**config.mk**
```make
export PLATFORM = sky130hd
export DESIGN_NAME = xz_gift_wrap_hull
export DESIGN_NICKNAME = d
export VERILOG_FILES = /design/src/rtl/core/xzgw_pkg.sv /design/src/rtl/core/xz_gift_wrap_hull.sv
export SDC_FILE = /design/constraint.sdc
export NUM_CORES = 2
export LEC_CHECK = 0
export ABC_AREA = 1
export ABC_CLOCK_PERIOD_IN_PS = 9470
export BUFFER_PORTS_ARGS = -buffer_cell sky130_fd_sc_hd__buf_2
export CAP_MARGIN = 20
export CORE_MARGIN = 2
export CORE_UTILIZATION = 40
export DETAILED_ROUTE_END_ITERATION = 16
export PLACE_DENSITY = 0.62
export REMOVE_ABC_BUFFERS = 1
export SLEW_MARGIN = 20
export SYNTH_ARGS = -nofsm -noshare
export SYNTH_HDL_FRONTEND = slang
export SYNTH_SLANG_ARGS = --single-unit
```
**constraint.sdc**
```tcl
create_clock -name clk_i -period 9.47 [get_ports clk_i]
set_input_delay 1.894 -clock clk_i [delete_from_list [all_inputs] [get_ports clk_i]]
set_output_delay 1.894 -clock clk_i [all_outputs]
set_load 0.01 [all_outputs]
```
**src/rtl/core/xzgw_pkg.sv**
```systemverilog
// ----------------------------------------------------------------------------
// xzgw_pkg
// Shared types and defaults of the xz-plane gift-wrapping hull block.
// ----------------------------------------------------------------------------
`default_nettype none

package xzgw_pkg;

  // Default store depth and coordinate width
  localparam int unsigned DEF_POINT_CAPACITY = 16;
  localparam int unsigned DEF_COORD_BITS     = 16;

  // Request kind carried on the input tuser
  typedef enum logic {
    OP_ADD   = 1'b0,
    OP_CLEAR = 1'b1
  } xzgw_op_e;

  // Control sequencer states
  typedef enum logic [2:0] {
    S_IDLE,
    S_RES,
    S_FIND,
    S_PUSH,
    S_WRAP_A,
    S_WRAP_B,
    S_EMIT_RD,
    S_EMIT
  } xzgw_state_e;

endpackage

`default_nettype wire

```
**src/rtl/core/xz_gift_wrap_hull.sv**
```systemverilog
// ----------------------------------------------------------------------------
// xz_gift_wrap_hull
// Point store in the xz plane with a convex hull recomputed by gift wrapping.
// ----------------------------------------------------------------------------
// Each request either clears the store or adds one point and rebuilds the
// hull. Points live in a one-port-read synchronous memory of {z, x} words;
// the hull vertex list lives in a second small memory. One request is taken
// at a time, only while the sequencer is idle. A clear, a refused add (store
// full) or an add that leaves a single point answers with one result,
// passed through the S_RES state to the output register. An add with n >= 2
// points first scans all n points for the start vertex, then for each hull
// vertex runs an append step, a step that seeds the candidate with point 0,
// and for each further point one memory read and multiply step plus one
// compare step, then a read step and an emit step per emitted vertex. The
// scan is serialised by the single point memory read port shared by the
// start search and the wrap scan. Results leave through an output register,
// so a stalled consumer only holds emission. Result indices follow hull
// order from the lowest-x (then lowest-z) point; the reject flag travels on
// m_axis_tuser and the last vertex is marked by m_axis_tlast.
// ----------------------------------------------------------------------------
`default_nettype none

module xz_gift_wrap_hull #(
  parameter int unsigned POINT_CAPACITY = xzgw_pkg::DEF_POINT_CAPACITY,
  parameter int unsigned COORD_BITS     = xzgw_pkg::DEF_COORD_BITS,
  localparam int unsigned IDX_W  = $clog2(POINT_CAPACITY),
  localparam int unsigned CNT_W  = $clog2(POINT_CAPACITY + 1),
  localparam int unsigned IN_W   = ((2 * COORD_BITS + 7) / 8) * 8,
  localparam int unsigned OUT_W  = ((IDX_W + CNT_W + 7) / 8) * 8
) (
  input  wire logic             clk_i,
  input  wire logic             rst_ni,
  // Request channel
  input  wire logic             s_axis_tvalid,
  output logic                  s_axis_tready,
  input  wire logic [IN_W-1:0]  s_axis_tdata,   // point_x, point_z
  input  wire logic             s_axis_tuser,   // opcode
  // Result channel
  output logic                  m_axis_tvalid,
  input  wire logic             m_axis_tready,
  output logic [OUT_W-1:0]      m_axis_tdata,   // vertex_index, vertex_total
  output logic                  m_axis_tlast,   // run_end
  output logic                  m_axis_tuser    // point_dropped
);

  import xzgw_pkg::*;

  localparam int unsigned CB = COORD_BITS;
  localparam int unsigned DW = CB + 1;      // coordinate difference
  localparam int unsigned PW = 2 * DW;      // exact cross-product term

  // --------------------------------------------------------------------------
  // Control and datapath registers
  // --------------------------------------------------------------------------
  xzgw_state_e state_q, state_d;
  logic [CNT_W-1:0] count_q, count_d;       // stored points
  logic [CNT_W-1:0] hlen_q, hlen_d;         // hull vertices so far
  logic [IDX_W-1:0] cnt_q, cnt_d;           // scan / emit position
  logic [IDX_W-1:0] start_q, start_d;       // first hull vertex
  // current vertex (start search winner, then wrap position)
  logic [IDX_W-1:0] best_idx_q, best_idx_d;
  logic [CB-1:0]    best_x_q, best_x_d, best_z_q, best_z_d;
  // running wrap candidate
  logic [IDX_W-1:0] nxt_idx_q, nxt_idx_d;
  logic [CB-1:0]    nxt_x_q, nxt_x_d, nxt_z_q, nxt_z_d;
  // registered cross-product terms
  logic signed [PW-1:0] prod_a_q, prod_a_d, prod_b_q, prod_b_d;
  // pending single result
  logic [CNT_W-1:0] res_tot_q, res_tot_d;
  logic             res_drop_q, res_drop_d;
  // output register
  logic             out_valid_q, out_valid_d;
  logic [IDX_W-1:0] out_idx_q, out_idx_d;
  logic [CNT_W-1:0] out_tot_q, out_tot_d;
  logic             out_last_q, out_last_d;
  logic             out_drop_q, out_drop_d;

  // --------------------------------------------------------------------------
  // Memories: point store {z, x} and hull vertex list
  // --------------------------------------------------------------------------
  logic [2*CB-1:0]  pt_mem [POINT_CAPACITY];
  logic             pt_we, pt_re;
  logic [IDX_W-1:0] pt_waddr, pt_raddr;
  logic [2*CB-1:0]  pt_wdata, pt_rdata_q;

  logic [IDX_W-1:0] hl_mem [POINT_CAPACITY];
  logic             hl_we;
  logic [IDX_W-1:0] hl_waddr, hl_wdata, hl_rdata_q;

  always_ff @(posedge clk_i) begin
    if (pt_we) begin
      pt_mem[pt_waddr] <= pt_wdata;
    end
    if (pt_re) begin
      pt_rdata_q <= pt_mem[pt_raddr];
    end
  end

  // Hull list is read every cycle at the emit position
  always_ff @(posedge clk_i) begin
    if (hl_we) begin
      hl_mem[hl_waddr] <= hl_wdata;
    end
    hl_rdata_q <= hl_mem[cnt_q];
  end

  // --------------------------------------------------------------------------
  // Datapath helpers
  // --------------------------------------------------------------------------
  logic [CB-1:0] rd_x, rd_z, in_x, in_z;
  logic          accept, out_free, last_pt, lower, take;
  logic signed [DW-1:0] u1, v1, u2, v2;

  assign rd_x = pt_rdata_q[CB-1:0];
  assign rd_z = pt_rdata_q[2*CB-1:CB];
  assign in_x = s_axis_tdata[CB-1:0];
  assign in_z = s_axis_tdata[2*CB-1:CB];

  assign s_axis_tready = (state_q == S_IDLE);
  assign accept        = s_axis_tvalid && s_axis_tready;
  assign out_free      = !out_valid_q || m_axis_tready;

  // Scan position holds the last stored point
  assign last_pt = (CNT_W'(cnt_q) == (count_q - CNT_W'(1)));

  // Lowest x, then lowest z; strict, so the first index wins ties
  assign lower = ($signed(rd_x) < $signed(best_x_q)) ||
                 ((rd_x == best_x_q) && ($signed(rd_z) < $signed(best_z_q)));

  // Differences from the current vertex, sign-extended by one bit
  assign u1 = $signed({nxt_x_q[CB-1], nxt_x_q}) - $signed({best_x_q[CB-1], best_x_q});
  assign v1 = $signed({nxt_z_q[CB-1], nxt_z_q}) - $signed({best_z_q[CB-1], best_z_q});
  assign u2 = $signed({rd_x[CB-1], rd_x}) - $signed({best_x_q[CB-1], best_x_q});
  assign v2 = $signed({rd_z[CB-1], rd_z}) - $signed({best_z_q[CB-1], best_z_q});

  // Replace the candidate when it is the current vertex, or when the point
  // under test lies strictly past it (negative cross product)
  assign take = (best_idx_q == nxt_idx_q) || (prod_a_q < prod_b_q);

  // --------------------------------------------------------------------------
  // Sequencer
  // --------------------------------------------------------------------------
  always_comb begin
    state_d     = state_q;
    count_d     = count_q;
    hlen_d      = hlen_q;
    cnt_d       = cnt_q;
    start_d     = start_q;
    best_idx_d  = best_idx_q;
    best_x_d    = best_x_q;
    best_z_d    = best_z_q;
    nxt_idx_d   = nxt_idx_q;
    nxt_x_d     = nxt_x_q;
    nxt_z_d     = nxt_z_q;
    prod_a_d    = prod_a_q;
    prod_b_d    = prod_b_q;
    res_tot_d   = res_tot_q;
    res_drop_d  = res_drop_q;
    out_idx_d   = out_idx_q;
    out_tot_d   = out_tot_q;
    out_last_d  = out_last_q;
    out_drop_d  = out_drop_q;
    out_valid_d = out_valid_q && !m_axis_tready;

    pt_we    = 1'b0;
    pt_waddr = count_q[IDX_W-1:0];
    pt_wdata = {in_z, in_x};
    pt_re    = 1'b0;
    pt_raddr = '0;
    hl_we    = 1'b0;
    hl_waddr = hlen_q[IDX_W-1:0];
    hl_wdata = best_idx_q;

    unique case (state_q)
      S_IDLE: begin
        if (accept) begin
          unique case (xzgw_op_e'(s_axis_tuser))
            OP_CLEAR: begin
              count_d    = '0;
              hlen_d     = '0;
              res_tot_d  = '0;
              res_drop_d = 1'b0;
              state_d    = S_RES;
            end
            OP_ADD: begin
              if (count_q == CNT_W'(POINT_CAPACITY)) begin
                // Store full: refuse, report the unchanged hull length
                res_tot_d  = hlen_q;
                res_drop_d = 1'b1;
                state_d    = S_RES;
              end else begin
                pt_we   = 1'b1;
                count_d = count_q + CNT_W'(1);
                if (count_q == '0) begin
                  hlen_d     = '0;
                  res_tot_d  = '0;
                  res_drop_d = 1'b0;
                  state_d    = S_RES;
                end else begin
                  // Start the lowest-left search at point 0
                  pt_re    = 1'b1;
                  pt_raddr = '0;
                  cnt_d    = '0;
                  state_d  = S_FIND;
                end
              end
            end
            default: state_d = S_IDLE;
          endcase
        end
      end

      S_RES: begin
        if (out_free) begin
          out_valid_d = 1'b1;
          out_idx_d   = '0;
          out_tot_d   = res_tot_q;
          out_last_d  = 1'b1;
          out_drop_d  = res_drop_q;
          state_d     = S_IDLE;
        end
      end

      S_FIND: begin
        if ((cnt_q == '0) || lower) begin
          best_idx_d = cnt_q;
          best_x_d   = rd_x;
          best_z_d   = rd_z;
        end
        if (last_pt) begin
          hlen_d  = '0;
          state_d = S_PUSH;
        end else begin
          pt_re    = 1'b1;
          pt_raddr = cnt_q + IDX_W'(1);
          cnt_d    = cnt_q + IDX_W'(1);
        end
      end

      S_PUSH: begin
        // Append the current vertex and rescan all points from index 0
        hl_we  = 1'b1;
        hlen_d = hlen_q + CNT_W'(1);
        if (hlen_q == '0) begin
          start_d = best_idx_q;
        end
        pt_re    = 1'b1;
        pt_raddr = '0;
        cnt_d    = '0;
        state_d  = S_WRAP_A;
      end

      S_WRAP_A: begin
        if (cnt_q == '0) begin
          // Point 0 seeds the candidate
          nxt_idx_d = '0;
          nxt_x_d   = rd_x;
          nxt_z_d   = rd_z;
          pt_re     = 1'b1;
          pt_raddr  = IDX_W'(1);
          cnt_d     = IDX_W'(1);
        end else begin
          prod_a_d = PW'(u1) * PW'(v2);
          prod_b_d = PW'(v1) * PW'(u2);
          state_d  = S_WRAP_B;
        end
      end

      S_WRAP_B: begin
        if (take) begin
          nxt_idx_d = cnt_q;
          nxt_x_d   = rd_x;
          nxt_z_d   = rd_z;
        end
        if (last_pt) begin
          // Advance to the chosen vertex unless back at the start or full
          if (((take ? cnt_q : nxt_idx_q) != start_q) &&
              (hlen_q < CNT_W'(POINT_CAPACITY))) begin
            best_idx_d = take ? cnt_q : nxt_idx_q;
            best_x_d   = take ? rd_x  : nxt_x_q;
            best_z_d   = take ? rd_z  : nxt_z_q;
            state_d    = S_PUSH;
          end else begin
            cnt_d   = '0;
            state_d = S_EMIT_RD;
          end
        end else begin
          pt_re    = 1'b1;
          pt_raddr = cnt_q + IDX_W'(1);
          cnt_d    = cnt_q + IDX_W'(1);
          state_d  = S_WRAP_A;
        end
      end

      S_EMIT_RD: begin
        state_d = S_EMIT;
      end

      S_EMIT: begin
        if (out_free) begin
          out_valid_d = 1'b1;
          out_idx_d   = hl_rdata_q;
          out_tot_d   = hlen_q;
          out_last_d  = (CNT_W'(cnt_q) == (hlen_q - CNT_W'(1)));
          out_drop_d  = 1'b0;
          if (CNT_W'(cnt_q) == (hlen_q - CNT_W'(1))) begin
            state_d = S_IDLE;
          end else begin
            cnt_d   = cnt_q + IDX_W'(1);
            state_d = S_EMIT_RD;
          end
        end
      end

      default: state_d = S_IDLE;
    endcase
  end

  // Control state
  always_ff @(posedge clk_i or negedge rst_ni) begin
    if (!rst_ni) begin
      state_q     <= S_IDLE;
      count_q     <= '0;
      hlen_q      <= '0;
      out_valid_q <= 1'b0;
    end else begin
      state_q     <= state_d;
      count_q     <= count_d;
      hlen_q      <= hlen_d;
      out_valid_q <= out_valid_d;
    end
  end

  // Payload and scan registers
  always_ff @(posedge clk_i) begin
    cnt_q      <= cnt_d;
    start_q    <= start_d;
    best_idx_q <= best_idx_d;
    best_x_q   <= best_x_d;
    best_z_q   <= best_z_d;
    nxt_idx_q  <= nxt_idx_d;
    nxt_x_q    <= nxt_x_d;
    nxt_z_q    <= nxt_z_d;
    prod_a_q   <= prod_a_d;
    prod_b_q   <= prod_b_d;
    res_tot_q  <= res_tot_d;
    res_drop_q <= res_drop_d;
    out_idx_q  <= out_idx_d;
    out_tot_q  <= out_tot_d;
    out_last_q <= out_last_d;
    out_drop_q <= out_drop_d;
  end

  // --------------------------------------------------------------------------
  // Result port
  // --------------------------------------------------------------------------
  assign m_axis_tvalid = out_valid_q;
  assign m_axis_tdata  = OUT_W'({out_tot_q, out_idx_q});
  assign m_axis_tlast  = out_last_q;
  assign m_axis_tuser  = out_drop_q;

endmodule

`default_nettype wire
```
==> flow_summary.yaml <==
clocking:
  cts_made_buffers: 84
  post_cts_buffers: 0
  cts_num_sinks: 791
  htree_levels: 3
  ctsRootBufferMaster: "clkbuf_16"
  clk_path_buf_depth: 3
  hold_buffers: 0
  clk_pin_slew_ns: 0.06
  cts_resized: 0
  cts_tree: "yes"
  clk_latency_ns: 0.69
floorplan:
  num_rows: 137
  placeableCoreArea_sq_mm: 0.1399
  die_h_um: 379.9
  initial_utilization_pct: 40.40
  ios: 57
  die_w_um: 379.9
  die_area_sq_mm: 0.1443
yosys:
  synth_cell_types: 58
  synth_top_area_share_pct: 41.08
  synth_area_leader_cell: "edfxtp_1"
  syn_avg_cell_area_sq_um: 10.36
  synth_flop_cell: "edfxtp_1"
  seq_area_frac_synth_pct: 41.84
  postSynthCellCount: 5454
  syn_area_sq_mm: 0.05651
  yosysMostFrequentCell: "inv_1"
  yosys_warnings: 0
  yosys_register_bits: 791
  synth_area_leaders: "edfxtp_1 (41%), fa_1 (21%), inv_1 (7.6%), ha_1 (6.2%), nand2_1 (5.1%)"
  synth_common_cells: "inv_1 (1,139), edfxtp_1 (773), nand2_1 (770), fa_1 (596), nor2_1 (454)"
  synth-edff-count: 773
  async_flop_share_pct: 1.770
timing:
  slew_headroom_pct: 23.24
  fin_ws_ns: 0.7410
  max_freq_mhz: 114.6
  final_hold_viol_count: 0
  finClkSkew_ns: 0.06230
  whs_ns: 0.5008
  tns_ns: 0
  rsz0062_at_grt: "false"
  layout_min_cycle_time_ns: 8.729
  drv_slew: 0
  setup_viol: 0
  tightestPinTransition_ns: 1.151
  finalCritPeriodShare_pct: 92.18
grt:
  grt_use_total_pct: 19.65
  grt_pass1_vias: 38500
  antenna_found_initial: 13
  grt_first_pass_wirelength_mm: 220.8
  grt_start_max_net_pins: 245
  overflow: 0
worst_hold_path:
  hold_depth: 2
  hold_end: "m_axis_tuser"
  min-delay-start: "res_drop_q"
  hp-class: "flip-flop to flip-flop"
flow_run:
  drv_cap: 0
critical_path:
  crit_path_top_delay_cell: "inv_1"
  end_kind: "flip-flop"
  crit_top_cell: "nand2_1"
  cp.required_ns: 9.86
  reg2reg_slack_ns: 0.74
  critPathMaxFanout: 13
  reg2regPathDepth: 40
  crit_family: "adder cells"
  timing.rr.start: "nxt_x_q[0]"
  r2r-end: "prod_a_q[30]"
  critPathKind: "flip-flop to flip-flop"
  max_stage_delay_ns: 0.60
  cp.arrival_ns: 9.11
  crit_path_start_kind: "flip-flop"
  cp.buffers_inverters: 8
finish:
  drive_above_1_share_pct: 6.257
  syn_to_final_growth_pct: 9.191
  fin_area_sq_mm: 0.06170
  fin_nets: 6407
detailed_routing:
  viasPerCell: 5.062
  vias: 37660
  drc_errors: 0
  ant_nets: 0
  wl_met1_mm: 60.13
  drt-wirelength-per-cell_um: 18.92
  routed_wl_mm: 140.7
  drtIter0Drc: 3048
  top_layer_used: "met5"
  drt_first_pass_iters: 5
  wl_met3_mm: 10.21
  wl_met2_mm: 66.56
place:
  place_area_sq_mm: 0.05898
  gp_congestion: 0.9716
  io_buffer_count: 49
  dp_slack_ns: 0.7221
  place_hpwl_mm: 99.09
run_status:
  outcome: "finished, final reports clean"
[kinds of logic after synthesis]
group,Yosys count,synth area share (%)
AND/OR/NAND/NOR,1541,11.14
buffers and inverters,1348,9.475
adder cells (fa/ha/maj),875,27.29
flip-flops,791,41.84
AO/OA/AOI/OAI,737,7.550
XOR/XNOR,133,2.135
multiplexers,28,0.5580
other,1,0.006636
[per-layer routing]
metal  global-route usage (%)  up-vias
met5                        0        -
met4                    5.247       16
met3                    3.930      237
met2                    32.52     1197
met1                    26.34    18620
li1                         -    17590
[worst min-delay path, stage by stage (launching register included)]
cell      delay [ns]
edfxtp_1        0.31
nand2_1         0.05
inv_1           0.04
[worst max-delay path by stage]
stage | startpoint | end | slack [ns] | depth (start not counted)
global placement | nxt_x_q[0] | prod_a_q[30] | 0.87 | 40
finish | nxt_x_q[0] | prod_a_q[30] | 0.74 | 40
CTS | best_x_q[1] | prod_a_q[30] | 0.67 | 36
detailed placement | best_x_q[1] | prod_a_q[30] | 0.72 | 36
floorplan | cnt_q[0] | pt_rdata_q[0] | 1.59 | 13
global route | nxt_x_q[0] | prod_a_q[30] | 0.17 | 40
[final cells by class]
| type | instances | area (sq um) |
|---|---|---|
| clock buffer | 109 | 2238 |
| timing repair buffer | 132 | 893.4 |
| multi-input combinational | 3321 | 27720 |
| fill | 13290 | 78170 |
| inverter | 1165 | 4378 |
| clock inverter | 44 | 478.0 |
| antenna | 1 | 2.502 |
| sequential | 791 | 23640 |
| tap | 1876 | 2347 |
[sequential cells by signal, indices dropped and copies added (netlist names), 16 cells and up]
name	cells
prod_b_q	34
pt_mem	512
nxt_z_q	16
nxt_x_q	16
prod_a_q	34
best_x_q	16
best_z_q	16
hl_mem	64
pt_rdata_q	32
[cells in the final DEF, fill, tap and decap left out, types with 5 or more instances in the layout]
| master | instances |
|---|---|
| inv_1 | 1139 |
| edfxtp_1 | 773 |
| nand2_1 | 769 |
| fa_1 | 596 |
| nor2_1 | 436 |
| ha_1 | 279 |
| a21oi_1 | 271 |
| nand3_1 | 232 |
| o21ai_0 | 211 |
| o211ai_1 | 131 |
| clkbuf_16 | 86 |
| buf_4 | 81 |
| xor2_1 | 77 |
| xnor2_1 | 50 |
| buf_2 | 49 |
| clkinv_1 | 32 |
| mux2_2 | 28 |
| o21ai_1 | 24 |
| o22ai_1 | 23 |
| clkbuf_1 | 23 |
| nor3_1 | 21 |
| nand4_1 | 20 |
| nor2_4 | 18 |
| dfrtp_1 | 14 |
| or2_2 | 12 |
| o21bai_1 | 11 |
| o21ai_2 | 10 |
| clkinv_2 | 10 |
| o21a_1 | 9 |
| a21boi_1 | 8 |
| a31oi_1 | 7 |
| conb_1 | 7 |
| a211oi_1 | 6 |
| nand3b_1 | 6 |
| nand2_2 | 6 |
| inv_2 | 6 |
| o31ai_1 | 6 |
| bufinv_16 | 5 |
[metrics by stage]
stage                     util [%]  instances
final                        44.11       7439
after CTS                    44.11       7438
after floorplan                  -       5277
after global routing         44.11       7438
after detailed placement     42.16       7285
after global placement       42.16       7285
Power is not shown: default switching activity piles up to over one toggle a cycle in this logic, so the estimate is an artifact.
